<file path="config.mk">
export PLATFORM = sky130hd
export DESIGN_NAME = first_fit_heap_allocator_core
export DESIGN_NICKNAME = d
export VERILOG_FILES = /design/src/hw/rtl/ffha_pkg.sv /design/src/hw/rtl/ffha_cell.sv /design/src/hw/rtl/ffha_ctrl.sv /design/src/hw/rtl/first_fit_heap_allocator_core.sv
export SDC_FILE = /design/constraint.sdc
export NUM_CORES = 2
export LEC_CHECK = 0
export CAP_MARGIN = 5
export CORE_ASPECT_RATIO = 0.75
export CORE_UTILIZATION = 42
export DETAILED_ROUTE_END_ITERATION = 10
export DONT_BUFFER_PORTS = 1
export HOLD_SLACK_MARGIN = 0.06
export PLACE_DENSITY = 0.65
export SETUP_SLACK_MARGIN = 0.1
export SLEW_MARGIN = 10
export SYNTH_ARGS = -nofsm -noshare
export SYNTH_HDL_FRONTEND = slang
export SYNTH_SLANG_ARGS = --single-unit
export TNS_END_PERCENT = 100
</file>
<file path="constraint.sdc">
create_clock -name clk -period 350.4 [get_ports clk]
set_clock_uncertainty 0.15 [all_clocks]
set_input_delay 52.56 -clock clk [delete_from_list [all_inputs] [get_ports clk]]
set_output_delay 52.56 -clock clk [all_outputs]
set_load 0.05 [all_outputs]
</file>
<file path="src/hw/rtl/ffha_pkg.sv">
// Shared types and constants for the first-fit heap allocator.
// No dependencies; every other file of the block imports this package.
`timescale 1ns / 1ps

package ffha_pkg;

  localparam int LEN_W               = 24;
  localparam int HEADER_BYTES        = 16;
  localparam int ALIGN_MASK          = 'hF;
  localparam int MAX_BLOCKS_DEF      = 64;
  localparam int HEAP_ADDR_BITS_DEF  = 23;
  localparam logic [LEN_W-1:0] HEAP_RESET = 24'd8388608;

  localparam logic KIND_ALLOC = 1'b0;
  localparam logic KIND_FREE  = 1'b1;

  typedef enum logic [1:0] {
    ST_OK         = 2'd0,
    ST_NO_SPACE   = 2'd1,
    ST_TABLE_FULL = 2'd2,
    ST_NOT_FOUND  = 2'd3
  } status_t;

  // Control from the sequencer to the row of table cells.
  typedef struct packed {
    logic shift;
  } chain_ctl_t;

endpackage

</file>
<file path="src/hw/rtl/ffha_cell.sv">
// One entry of the block table: payload offset and length.
// Depends on ffha_pkg for the length width and the chain control struct.
`timescale 1ns / 1ps

module ffha_cell #(
  parameter int HEAP_ADDR_BITS = ffha_pkg::HEAP_ADDR_BITS_DEF
) (
  input  logic                       clk,
  input  ffha_pkg::chain_ctl_t       ctl,
  input  logic [HEAP_ADDR_BITS-1:0]  start_in,
  input  logic [ffha_pkg::LEN_W-1:0] len_in,
  output logic [HEAP_ADDR_BITS-1:0]  start_r,
  output logic [ffha_pkg::LEN_W-1:0] len_r
);
  import ffha_pkg::*;

  // Take the neighbor's entry on every shift, hold otherwise.
  always_ff @(posedge clk) begin
    if (ctl.shift) begin
      start_r <= start_in;
      len_r   <= len_in;
    end
  end

endmodule

</file>
<file path="src/hw/rtl/ffha_ctrl.sv">
// Sequencer: handshakes, statistics and the first-fit walk over the cell row.
// Depends on ffha_pkg; drives the tail of the chain built in the top level.
`timescale 1ns / 1ps

module ffha_ctrl #(
  parameter int MAX_BLOCKS     = ffha_pkg::MAX_BLOCKS_DEF,
  parameter int HEAP_ADDR_BITS = ffha_pkg::HEAP_ADDR_BITS_DEF
) (
  input  logic                       clk,
  input  logic                       rst_n,
  input  logic                       in_valid,
  output logic                       in_ready,
  input  logic                       in_kind,
  input  logic [ffha_pkg::LEN_W-1:0] in_request_bytes,
  input  logic [HEAP_ADDR_BITS-1:0]  in_block_address,
  input  logic                       cfg_we,
  input  logic [ffha_pkg::LEN_W-1:0] cfg_wdata,
  output logic                       out_valid,
  input  logic                       out_ready,
  output logic [1:0]                 out_status,
  output logic [HEAP_ADDR_BITS-1:0]  out_payload_offset,
  output logic [ffha_pkg::LEN_W-1:0] out_bytes_used,
  output logic [ffha_pkg::LEN_W-1:0] out_heap_size_out,
  output logic [ffha_pkg::LEN_W-1:0] out_peak_used,
  output ffha_pkg::chain_ctl_t       ctl,
  input  logic [HEAP_ADDR_BITS-1:0]  head_start,
  input  logic [ffha_pkg::LEN_W-1:0] head_len,
  input  logic [HEAP_ADDR_BITS-1:0]  next_start,
  input  logic [ffha_pkg::LEN_W-1:0] next_len,
  output logic [HEAP_ADDR_BITS-1:0]  push_start,
  output logic [ffha_pkg::LEN_W-1:0] push_len
);
  import ffha_pkg::*;

  localparam int CW = $clog2(MAX_BLOCKS + 1);
  localparam int SW = ((HEAP_ADDR_BITS > LEN_W) ? HEAP_ADDR_BITS : LEN_W) + 3;
  localparam logic [SW-1:0] ADDR_SPAN = SW'(64'd1 << HEAP_ADDR_BITS);
  localparam logic [SW-1:0] ADDR_MAX  = SW'((64'd1 << HEAP_ADDR_BITS) - 64'd1);
  localparam logic [SW-1:0] HDR       = SW'(HEADER_BYTES);
  localparam logic [SW-1:0] AMASK     = SW'(ALIGN_MASK);

  typedef enum logic [1:0] {S_IDLE, S_WALK, S_FIN} state_t;
  typedef enum logic [1:0] {M_PASS, M_INS, M_DEL} mode_t;

  state_t                  state_r;
  mode_t                   mode_r;
  logic                    kind_r;
  logic [LEN_W-1:0]        req_r;
  logic [HEAP_ADDR_BITS-1:0] addr_r;
  logic [CW-1:0]           idx_r;
  logic [CW-1:0]           live_r;
  logic [SW-1:0]           np_r;
  logic [HEAP_ADDR_BITS-1:0] hold_start_r;
  logic [LEN_W-1:0]        hold_len_r;
  logic                    decided_r;
  status_t                 status_r;
  logic [HEAP_ADDR_BITS-1:0] pay_r;
  logic [LEN_W-1:0]        used_r;
  logic [LEN_W-1:0]        peak_r;
  logic [LEN_W-1:0]        heap_r;
  logic [LEN_W-1:0]        peak_nxt;

  logic          valid_e, last, fit_mid, fit_end, pay_ok, match, ins_now, del_now;
  logic [SW-1:0] size_w, hs_w, hl_w, end_w, pay_w, np_step;

  assign in_ready  = (state_r == S_IDLE);
  assign ctl.shift = (state_r == S_WALK);

  always_comb begin
    valid_e = idx_r < live_r;
    last    = idx_r == CW'(MAX_BLOCKS - 1);
    size_w  = SW'(req_r);
    hs_w    = SW'(head_start);
    hl_w    = SW'(head_len);
    end_w   = (SW'(heap_r) > ADDR_SPAN) ? ADDR_SPAN : SW'(heap_r);
    pay_w   = np_r + HDR;
    np_step = (hs_w + hl_w + AMASK) & ~AMASK;
    fit_mid = valid_e && (hs_w >= HDR) && (hs_w >= np_r + HDR + HDR + size_w);
    fit_end = !valid_e && (np_r + HDR + size_w <= end_w);
    pay_ok  = pay_w <= ADDR_MAX;
    match   = valid_e && (head_start == addr_r);
    ins_now = !decided_r && (kind_r == KIND_ALLOC) && (fit_mid || fit_end) && pay_ok;
    del_now = !decided_r && (kind_r == KIND_FREE) && match;
    peak_nxt = (used_r > peak_r) ? used_r : peak_r;

    // Tail feed: the head itself when passing, a new entry, the delayed stream after
    // an insert, or the stream advanced by one after a delete (empty entry closes the ring).
    if (ins_now) begin
      push_start = pay_w[HEAP_ADDR_BITS-1:0];
      push_len   = req_r;
    end else if (del_now || mode_r == M_DEL) begin
      push_start = last ? '0 : next_start;
      push_len   = last ? '0 : next_len;
    end else if (mode_r == M_INS) begin
      push_start = hold_start_r;
      push_len   = hold_len_r;
    end else begin
      push_start = head_start;
      push_len   = head_len;
    end
  end

  always_ff @(posedge clk) begin
    if (!rst_n) begin
      state_r   <= S_IDLE;
      live_r    <= '0;
      used_r    <= LEN_W'(HEADER_BYTES);
      peak_r    <= LEN_W'(HEADER_BYTES);
      heap_r    <= HEAP_RESET;
      out_valid <= 1'b0;
      decided_r <= 1'b0;
      mode_r    <= M_PASS;
    end else begin
      if (cfg_we) begin
        heap_r <= cfg_wdata;
      end
      // Drop valid after a transfer unless a new result replaces it.
      if (out_valid && out_ready && state_r != S_FIN) begin
        out_valid <= 1'b0;
      end
      case (state_r)
        S_IDLE: begin
          if (in_valid) begin
            kind_r    <= in_kind;
            req_r     <= in_request_bytes;
            addr_r    <= in_block_address;
            idx_r     <= '0;
            np_r      <= HDR;
            decided_r <= 1'b0;
            mode_r    <= M_PASS;
            pay_r     <= '0;
            if (in_kind == KIND_ALLOC && live_r == CW'(MAX_BLOCKS)) begin
              status_r <= ST_TABLE_FULL;
              state_r  <= S_FIN;
            end else if (in_kind == KIND_FREE && in_block_address == '0) begin
              status_r <= ST_OK;
              state_r  <= S_FIN;
            end else begin
              status_r <= ST_OK;
              state_r  <= S_WALK;
            end
          end
        end
        S_WALK: begin
          hold_start_r <= head_start;
          hold_len_r   <= head_len;
          idx_r        <= idx_r + CW'(1);
          if (!decided_r) begin
            if (kind_r == KIND_ALLOC) begin
              if (fit_mid || fit_end) begin
                decided_r <= 1'b1;
                if (pay_ok) begin
                  mode_r <= M_INS;
                  live_r <= live_r + CW'(1);
                  used_r <= used_r + req_r + LEN_W'(HEADER_BYTES);
                  pay_r  <= pay_w[HEAP_ADDR_BITS-1:0];
                end else begin
                  status_r <= ST_NO_SPACE;
                end
              end else if (!valid_e) begin
                decided_r <= 1'b1;
                status_r  <= ST_NO_SPACE;
              end else begin
                np_r <= np_step;
              end
            end else if (match) begin
              decided_r <= 1'b1;
              mode_r    <= M_DEL;
              live_r    <= live_r - CW'(1);
              used_r    <= used_r - (head_len + LEN_W'(HEADER_BYTES));
            end
          end
          if (last) begin
            state_r <= S_FIN;
            if (kind_r == KIND_FREE && !decided_r && !match) begin
              status_r <= ST_NOT_FOUND;
            end
          end
        end
        S_FIN: begin
          if (!out_valid || out_ready) begin
            out_valid          <= 1'b1;
            out_status         <= status_r;
            out_payload_offset <= pay_r;
            out_bytes_used     <= used_r;
            out_heap_size_out  <= heap_r;
            out_peak_used      <= peak_nxt;
            peak_r             <= peak_nxt;
            state_r            <= S_IDLE;
          end
        end
        default: begin
          state_r <= S_IDLE;
        end
      endcase
    end
  end

endmodule

</file>
<file path="src/hw/rtl/first_fit_heap_allocator_core.sv">
// First-fit heap allocator: a row of table cells rotating past a sequencer.
// Pass through every entry of the address-sorted table, one entry per clock.
// An allocate or free that needs the table is accepted, walks the whole table
// and then posts its result. The walk length is set by the cell ring, which
// makes one full revolution per item so that an insert or delete reshapes
// it in the same pass. A refused allocate on a full table and a free of
// offset zero skip the walk and go from acceptance straight to the result.
// One item is in the block at a time; a finished result waits in the output
// register, and the next transfer is accepted while it waits. The heap size
// register takes writes at any edge with cfg_we high and is echoed in every
// result. Table entries are not cleared at reset; the live count and statistics are.
`timescale 1ns / 1ps

module first_fit_heap_allocator_core #(
  parameter int MAX_BLOCKS     = ffha_pkg::MAX_BLOCKS_DEF,
  parameter int HEAP_ADDR_BITS = ffha_pkg::HEAP_ADDR_BITS_DEF
) (
  input  logic                       clk,
  input  logic                       rst_n,
  input  logic                       in_valid,
  output logic                       in_ready,
  input  logic                       in_kind,
  input  logic [ffha_pkg::LEN_W-1:0] in_request_bytes,
  input  logic [HEAP_ADDR_BITS-1:0]  in_block_address,
  input  logic                       cfg_we,
  input  logic [ffha_pkg::LEN_W-1:0] cfg_wdata,
  output logic                       out_valid,
  input  logic                       out_ready,
  output logic [1:0]                 out_status,
  output logic [HEAP_ADDR_BITS-1:0]  out_payload_offset,
  output logic [ffha_pkg::LEN_W-1:0] out_bytes_used,
  output logic [ffha_pkg::LEN_W-1:0] out_heap_size_out,
  output logic [ffha_pkg::LEN_W-1:0] out_peak_used
);
  import ffha_pkg::*;

  // Second cell feeds the tail during a delete; a one-entry table has none.
  localparam int NEXT_IDX = (MAX_BLOCKS > 1) ? 1 : 0;

  chain_ctl_t              ctl;
  logic [HEAP_ADDR_BITS-1:0] cell_start [MAX_BLOCKS];
  logic [LEN_W-1:0]        cell_len   [MAX_BLOCKS];
  logic [HEAP_ADDR_BITS-1:0] push_start;
  logic [LEN_W-1:0]        push_len;

  ffha_ctrl #(
    .MAX_BLOCKS     (MAX_BLOCKS),
    .HEAP_ADDR_BITS (HEAP_ADDR_BITS)
  ) u_ctrl (
    .clk                (clk),
    .rst_n              (rst_n),
    .in_valid           (in_valid),
    .in_ready           (in_ready),
    .in_kind            (in_kind),
    .in_request_bytes   (in_request_bytes),
    .in_block_address   (in_block_address),
    .cfg_we             (cfg_we),
    .cfg_wdata          (cfg_wdata),
    .out_valid          (out_valid),
    .out_ready          (out_ready),
    .out_status         (out_status),
    .out_payload_offset (out_payload_offset),
    .out_bytes_used     (out_bytes_used),
    .out_heap_size_out  (out_heap_size_out),
    .out_peak_used      (out_peak_used),
    .ctl                (ctl),
    .head_start         (cell_start[0]),
    .head_len           (cell_len[0]),
    .next_start         (cell_start[NEXT_IDX]),
    .next_len           (cell_len[NEXT_IDX]),
    .push_start         (push_start),
    .push_len           (push_len)
  );

  // Cell 0 is the head the sequencer inspects; the tail takes its feed.
  for (genvar i = 0; i < MAX_BLOCKS; i++) begin : g_cell
    if (i == MAX_BLOCKS - 1) begin : g_tail
      ffha_cell #(.HEAP_ADDR_BITS(HEAP_ADDR_BITS)) u_cell (
        .clk      (clk),
        .ctl      (ctl),
        .start_in (push_start),
        .len_in   (push_len),
        .start_r  (cell_start[i]),
        .len_r    (cell_len[i])
      );
    end else begin : g_mid
      ffha_cell #(.HEAP_ADDR_BITS(HEAP_ADDR_BITS)) u_cell (
        .clk      (clk),
        .ctl      (ctl),
        .start_in (cell_start[i+1]),
        .len_in   (cell_len[i+1]),
        .start_r  (cell_start[i]),
        .len_r    (cell_len[i])
      );
    end
  end

endmodule

</file>
Yosys cells after proc, flatten, opt, wreduce, memory -nomap -nowiden

Index checks and enable logic that the tools add are counted.
Widths: inputs -> output; s select.

Add/sub/neg operators: 13
Bitwise gates (word level): 3
Equal/unequal tests: 21
Reductions and logical operators: 37
$lt $le $gt $ge: 7
Muxes and demuxes: 65

Operators by type and width:

| cell                  | count |
|---|---|
| $mux 24               | 10 |
| $mux 23               | 9 |
| $mux 27               | 5 |
| $add 27x24->27        | 2 |
| $add 27x5->27 const B | 2 |
| $pmux 27 s2           | 1 |
| $add 24x5->24 const B | 2 |
| $pmux 23 s2           | 1 |
| $mux 2                | 20 |
| $mux 7                | 5 |
| $add 27x4->27 const B | 1 |
| $ge 23x27->1          | 1 |
| $le 27x23->1 const B  | 1 |
| $le 27x27->1          | 1 |
| $add 23x24->25        | 1 |
| $add 24x24->24        | 1 |
| $gt 24x24->1          | 1 |
| $gt 24x24->1 const B  | 1 |
| $sub 24x24->24        | 1 |
| $eq 23x23->1          | 1 |
| $ge 23x5->1 const B   | 1 |
| $logic_not 23->1      | 1 |
| $add 7x1->7 const B   | 2 |
| $logic_and 1x1->1     | 14 |
| 25 further kinds      | 61 |

Output and inout port bits: 99
Logic and storage cells: 296
Input bits: 77
Register bits: 3344

Depth between registers and ports, before layout

Depth in word-level cells: 12
Depth in mapped cells: 29

Hierarchy

From an unflattened synthesis, not the netlist that was laid out.

Cell total of the unflattened synthesis: 5207
Area total of the unflattened synthesis: 112097.5 sq um

Modules (own cells, without submodules):

| module    | seq. area each (sq um) | cells an instance | area an instance (sq um) | instances |
|---|---|---|---|---|
| ffha_cell | 1411.4                 | 47                | 1411.4                   | 64 |
| ffha_ctrl | 8818.5                 | 2199              | 21770.9                  | 1 |

Least setup slack after synthesis

No wires, ideal clock.

Path type: register -> register
Start point: register u_ctrl.state_r[1]
End point: register u_ctrl.pay_r[10], enable pin
Path slack: 215671 ps
Data arrival time: 127466 ps
Library setup time: 7113 ps
Path buffers: 2
Data required time: 343137 ps
Stages on the path, launching flop included: 6
Cell sequence: dfxtp_1 > nand2b_1 > clkbuf_1 > inv_1 > clkbuf_1 > a21boi_0

Word-level cells in the longest chain between the ends: 3
Elaborated cells on any way between the ends: 9
Those cells by class: 6 x eq/ne; 3 x reduce/logical

Ends and longest elaborated chain:

| what                                                      | RTL line         | source |
|---|---|---|
| start, declared                                           | ffha_ctrl.sv:45  | `state_t state_r;` |
| start signal, assigned                                    | ffha_ctrl.sv:105 | `state_r <= S_IDLE;` |
| start signal, assigned                                    | ffha_ctrl.sv:134 | `state_r <= S_FIN;` |
| start signal, assigned                                    | ffha_ctrl.sv:137 | `state_r <= S_FIN;` |
| $eq 2x1->1 or $logic_not 2->1 (tied branches)             | ffha_ctrl.sv:121 | `case (state_r)` |
| $ne 2x2->1 (no source line), or another cell as far along | -                |  |
| $reduce_and 7->1 (no source line) *                       | -                |  |
| end signal, assigned                                      | ffha_ctrl.sv:156 | `pay_r <= pay_w[HEAP_ADDR_BITS-1:0];` |
| end, declared                                             | ffha_ctrl.sv:57  | `logic [HEAP_ADDR_BITS-1:0] pay_r;` |

Mark *: on every way between the ends. The rest lies on a longest branch, timed or not.
A chain may end at the register's enable or synchronous reset.

Worst setup path after layout

Start point: register u_ctrl.state_r[0]
End point: output in_ready

Word-level cells in the longest chain between the ends: 1

Ends and longest elaborated chain:

| what            | RTL line                            | source |
|---|---|---|
| $logic_not 2->1 | ffha_ctrl.sv:66                     | `assign in_ready = (state_r == S_IDLE);` |
| end, declared   | first_fit_heap_allocator_core.sv:21 | `output logic in_ready,` |

No other way between the ends.

==> impl_metrics.tcl <==
set metrics [dict create \
    root_buffer "clkbuf_16" \
    vias 46600 \
    min_period_ps 54800 \
    dp.cells 8907 \
    drt_iter0_markers 4380 \
    p_seq_share_pct 56.8 \
    rsz0062_at_grt "no" \
    cp.required_ps 297690 \
    area_growth_syn_to_layout_pct 13.0 \
    track_usage_pct 14.1 \
    ys_seq_area_share_pct 87.5 \
    final_cell_mix "edfxtp_1 (3246), clkbuf_16 (324), ha_1 (238)" \
    power.share.clock_pct 36.6 \
    cts_hold_buf 0 \
    hp-class "reg -> reg" \
    clk_pin_slew_ps 60 \
    wl_um 194000 \
    crit_family "simple AND/OR/NAND/NOR gates" \
    place_congestion 0.899 \
    finalHoldViolCount 0 \
    drtPass1Iterations 6 \
    swShare_pct 22.3 \
    p_leak_nw 42.9 \
    fin_ws_ps 295600 \
    die_y_um 452 \
    crit_chain "nor2_1" \
    synthCells 5343 \
    slew_headroom_pct 24.5 \
    ant_nets 0 \
    path_buf_inv 0 \
    synth_top_family_by_area "adder cells" \
    floorplan.die.width_um 602 \
    first_global_vias 45300 \
    synth-edff-count 3246 \
    mostFrequentLayoutCell "edfxtp_1" \
    slew_violations 0 \
    synth-adder-area-share_pct 3.05 \
    cts_max_path_buffers 4 \
    dp_hpwl_um 121000 \
    cts_num_sinks 3331 \
    numCtsBuffers 315 \
    yosys.area_share.simple_pct 2.88 \
    fin_crit_sh_pct 15.6 \
    synthMuxAreaShare_pct 1.78 \
    finalNetCount 5994 \
    boundaryPins 176 \
    finalSetupViolCount 0 \
    fillers 21500 \
    max_stage_delay_ps 860 \
    post_drt_wl_per_cell_um 20.5 \
    cts.htree.levels 5 \
    cts_tree "yes" \
    cp.arrival_ps 2090 \
    max-vdd-ir-drop_v 0.00000539 \
    synth_xor_area_share_pct 1.14 \
    core_mm2 0.267 \
    tns_ps 0 \
    start_util_pct 42.4 \
    grt_start_max_net_pins 186 \
    num_rows 164 \
    outcome "completed" \
    critPathKind "reg -> out" \
    port_buffers 0 \
    whs_ps 183 \
    viasPerCell 4.92 \
    grt-ovfl-total 0 \
    power.switching_uw 201 \
    ys_ff_latch 3331 \
    avgSynthCellArea_um2 21.2 \
    max_cap_violations 0 \
    ys_async_sr_fraction_pct 0 \
    pwr-share-comb_pct 6.6 \
    synthDistinctLibCells 86 \
    p_per_area_mw_per_mm2 7.06 \
    power.internal_uw 703 \
    startpoint_type "register" \
    crit_slowest_cell "nor2_1" \
    dieArea_mm2 0.272 \
    worst_pin_slew_ps 1120 \
    antenna_found_initial 13 \
    syn-cell-area_mm2 0.113 \
    cp_max_fo 6 \
    drive_gt1_share_pct 10.3 \
    ys.flop_type "edfxtp_1" \
    final_cells 9476 \
    cts_resized 0 \
    route.detailed.drc 0 \
    fmax_ghz 0.0182 \
    pre_cts_ws_ps 295380 \
    synth-compound-area-share_pct 2.77 \
    cp-end-kind "output port" \
    clk_latency_ps 890 \
    ys_warn_count 0 \
    grt_pass1_wl_um 289000 \
    cts_setup_buffers 0 \
]
==> metrics by stage <==
step	utilization, %	power [mW]	area [um2]
CTS	47.9	0.916	128000
finish	47.9	0.904	128000
global placement	44.2	0.580	118000
detailed placement	44.2	0.582	118000
floorplan	-	0.749	113000
global route	47.9	0.940	128000
==> power groups by stage <==
stage	clock (mW)	combinational [mW]	sequential (mW)
floorplan	0	0.0425	0.706
global placement	0	0.0587	0.521
detailed placement	0	0.0602	0.522
CTS	0.341	0.0603	0.515
global route	0.356	0.0662	0.518
finish	0.331	0.0598	0.514
==> registers in the layout, summed over array words and instances (netlist names), 7 cells and up <==
| register | count |
|---|---|
| u_ctrl.idx_r | 7 |
| u_ctrl.np_r | 22 |
| u_ctrl.hold_start_r | 23 |
| u_ctrl.out_peak_used | 24 |
| u_ctrl.heap_r | 24 |
| u_ctrl.used_r | 24 |
| u_ctrl.out_payload_offset | 19 |
| g_cell.g_mid.u_cell.start_r | 1449 |
| u_ctrl.peak_r | 24 |
| g_cell.g_tail.u_cell.len_r | 24 |
| g_cell.g_mid.u_cell.len_r | 1512 |
| u_ctrl.addr_r | 23 |
| u_ctrl.live_r | 7 |
| u_ctrl.out_bytes_used | 24 |
| g_cell.g_tail.u_cell.start_r | 23 |
| u_ctrl.pay_r | 19 |
| u_ctrl.out_heap_size_out | 24 |
| u_ctrl.hold_len_r | 24 |
| u_ctrl.req_r | 24 |
==> layout make-up <==
cell class,instances,area (um2),share of cell area [%]
inverter,175,664,0.518
sequential,3331,99200,77.4
clock inverter,160,1540,1.20
tap,3569,4470,3.48
antenna,9,22.5,0.0176
clock buffer,400,8460,6.60
multi-input combinational,1763,13300,10.3
timing repair buffer,69,556,0.434
==> cells by family after synthesis <==
family          Yosys count
flops                  3331
simple gates            683
compound gates          472
fa+ha+maj               262
buf+inv                 253
mux                     193
xor+xnor                148
other cells               1
==> Yosys cell counts (12+ instances only) <==
cell type  number  area [um2]
a211o_1        12         105
o211ai_1       25         188
xor2_1         63         552
and2_1         16         100
nand3_1        48         240
edfxtp_1     3246       97500
ha_1          238        2980
mux2i_1       127        1270
a21oi_1       118         591
nand2b_1       12        75.1
xnor2_1        85         744
nand2_1       234         878
o21ai_0        81         405
a31oi_1        22         138
clkbuf_1       60         225
nand4_1        32         200
mux2_2         64         721
nor4_1         28         175
and3_1         22         138
a21o_1         58         435
inv_1         174         653
nor3_1         30         150
o21bai_1       13        97.6
o21a_1         27         203
fa_1           24         480
dfxtp_1        85        1700
a211oi_1       33         248
nor2_1        187         702
nor2b_1        19         119
==> per-layer routing <==
metal / track usage (%) / share of wire, %
met5: 0 / 0
met4: 4.82 / 3.2
met3: 2.99 / 6.1
met2: 20.0 / 43
met1: 21.7 / 48
==> worst paths after layout <==
| check | from | endpoint | slack [ps] | cells past startpoint |
|---|---|---|---|---|
| worst min register to register | g_cell[54].g_mid.u_cell.start_r[10]$_DFFE_PP_ | g_cell[53].g_mid.u_cell.start_r[10]$_DFFE_PP_ | 180 | 0 |
| worst max-delay path | u_ctrl.state_r[0]$_SDFFE_PN0P_ | in_ready | 295600 | 1 |
| worst max register to register | u_ctrl.np_r[4]$_SDFFCE_PN1P_ | g_cell[63].g_tail.u_cell.len_r[4]$_DFFE_PP_ | 341870 | 27 |
| worst min-delay path | g_cell[54].g_mid.u_cell.start_r[10]$_DFFE_PP_ | g_cell[53].g_mid.u_cell.start_r[10]$_DFFE_PP_ | 180 | 0 |
==> worst register-to-register path, stage by stage, from the launching register on <==
cell      delay, ps
edfxtp_1        670
ha_1            320
nand4_2         180
nor2_1          170
nand2_1         100
xnor2_1         880
ha_1            330
inv_1            60
fa_1            610
nor2_1           80
a211o_1         300
a31oi_1         240
o21bai_1        100
a21oi_1         210
nand2b_1        130
a21oi_1          70
o31ai_1         360
ha_1            230
nand3_1         100
nand2_1          90
o221ai_1        160
nor3_1          220
o211ai_1        150
a211oi_1        730
o211a_1         390
o21ai_4          80
buf_4           380
mux2i_1         750
Power figures use the tool's default switching activity.
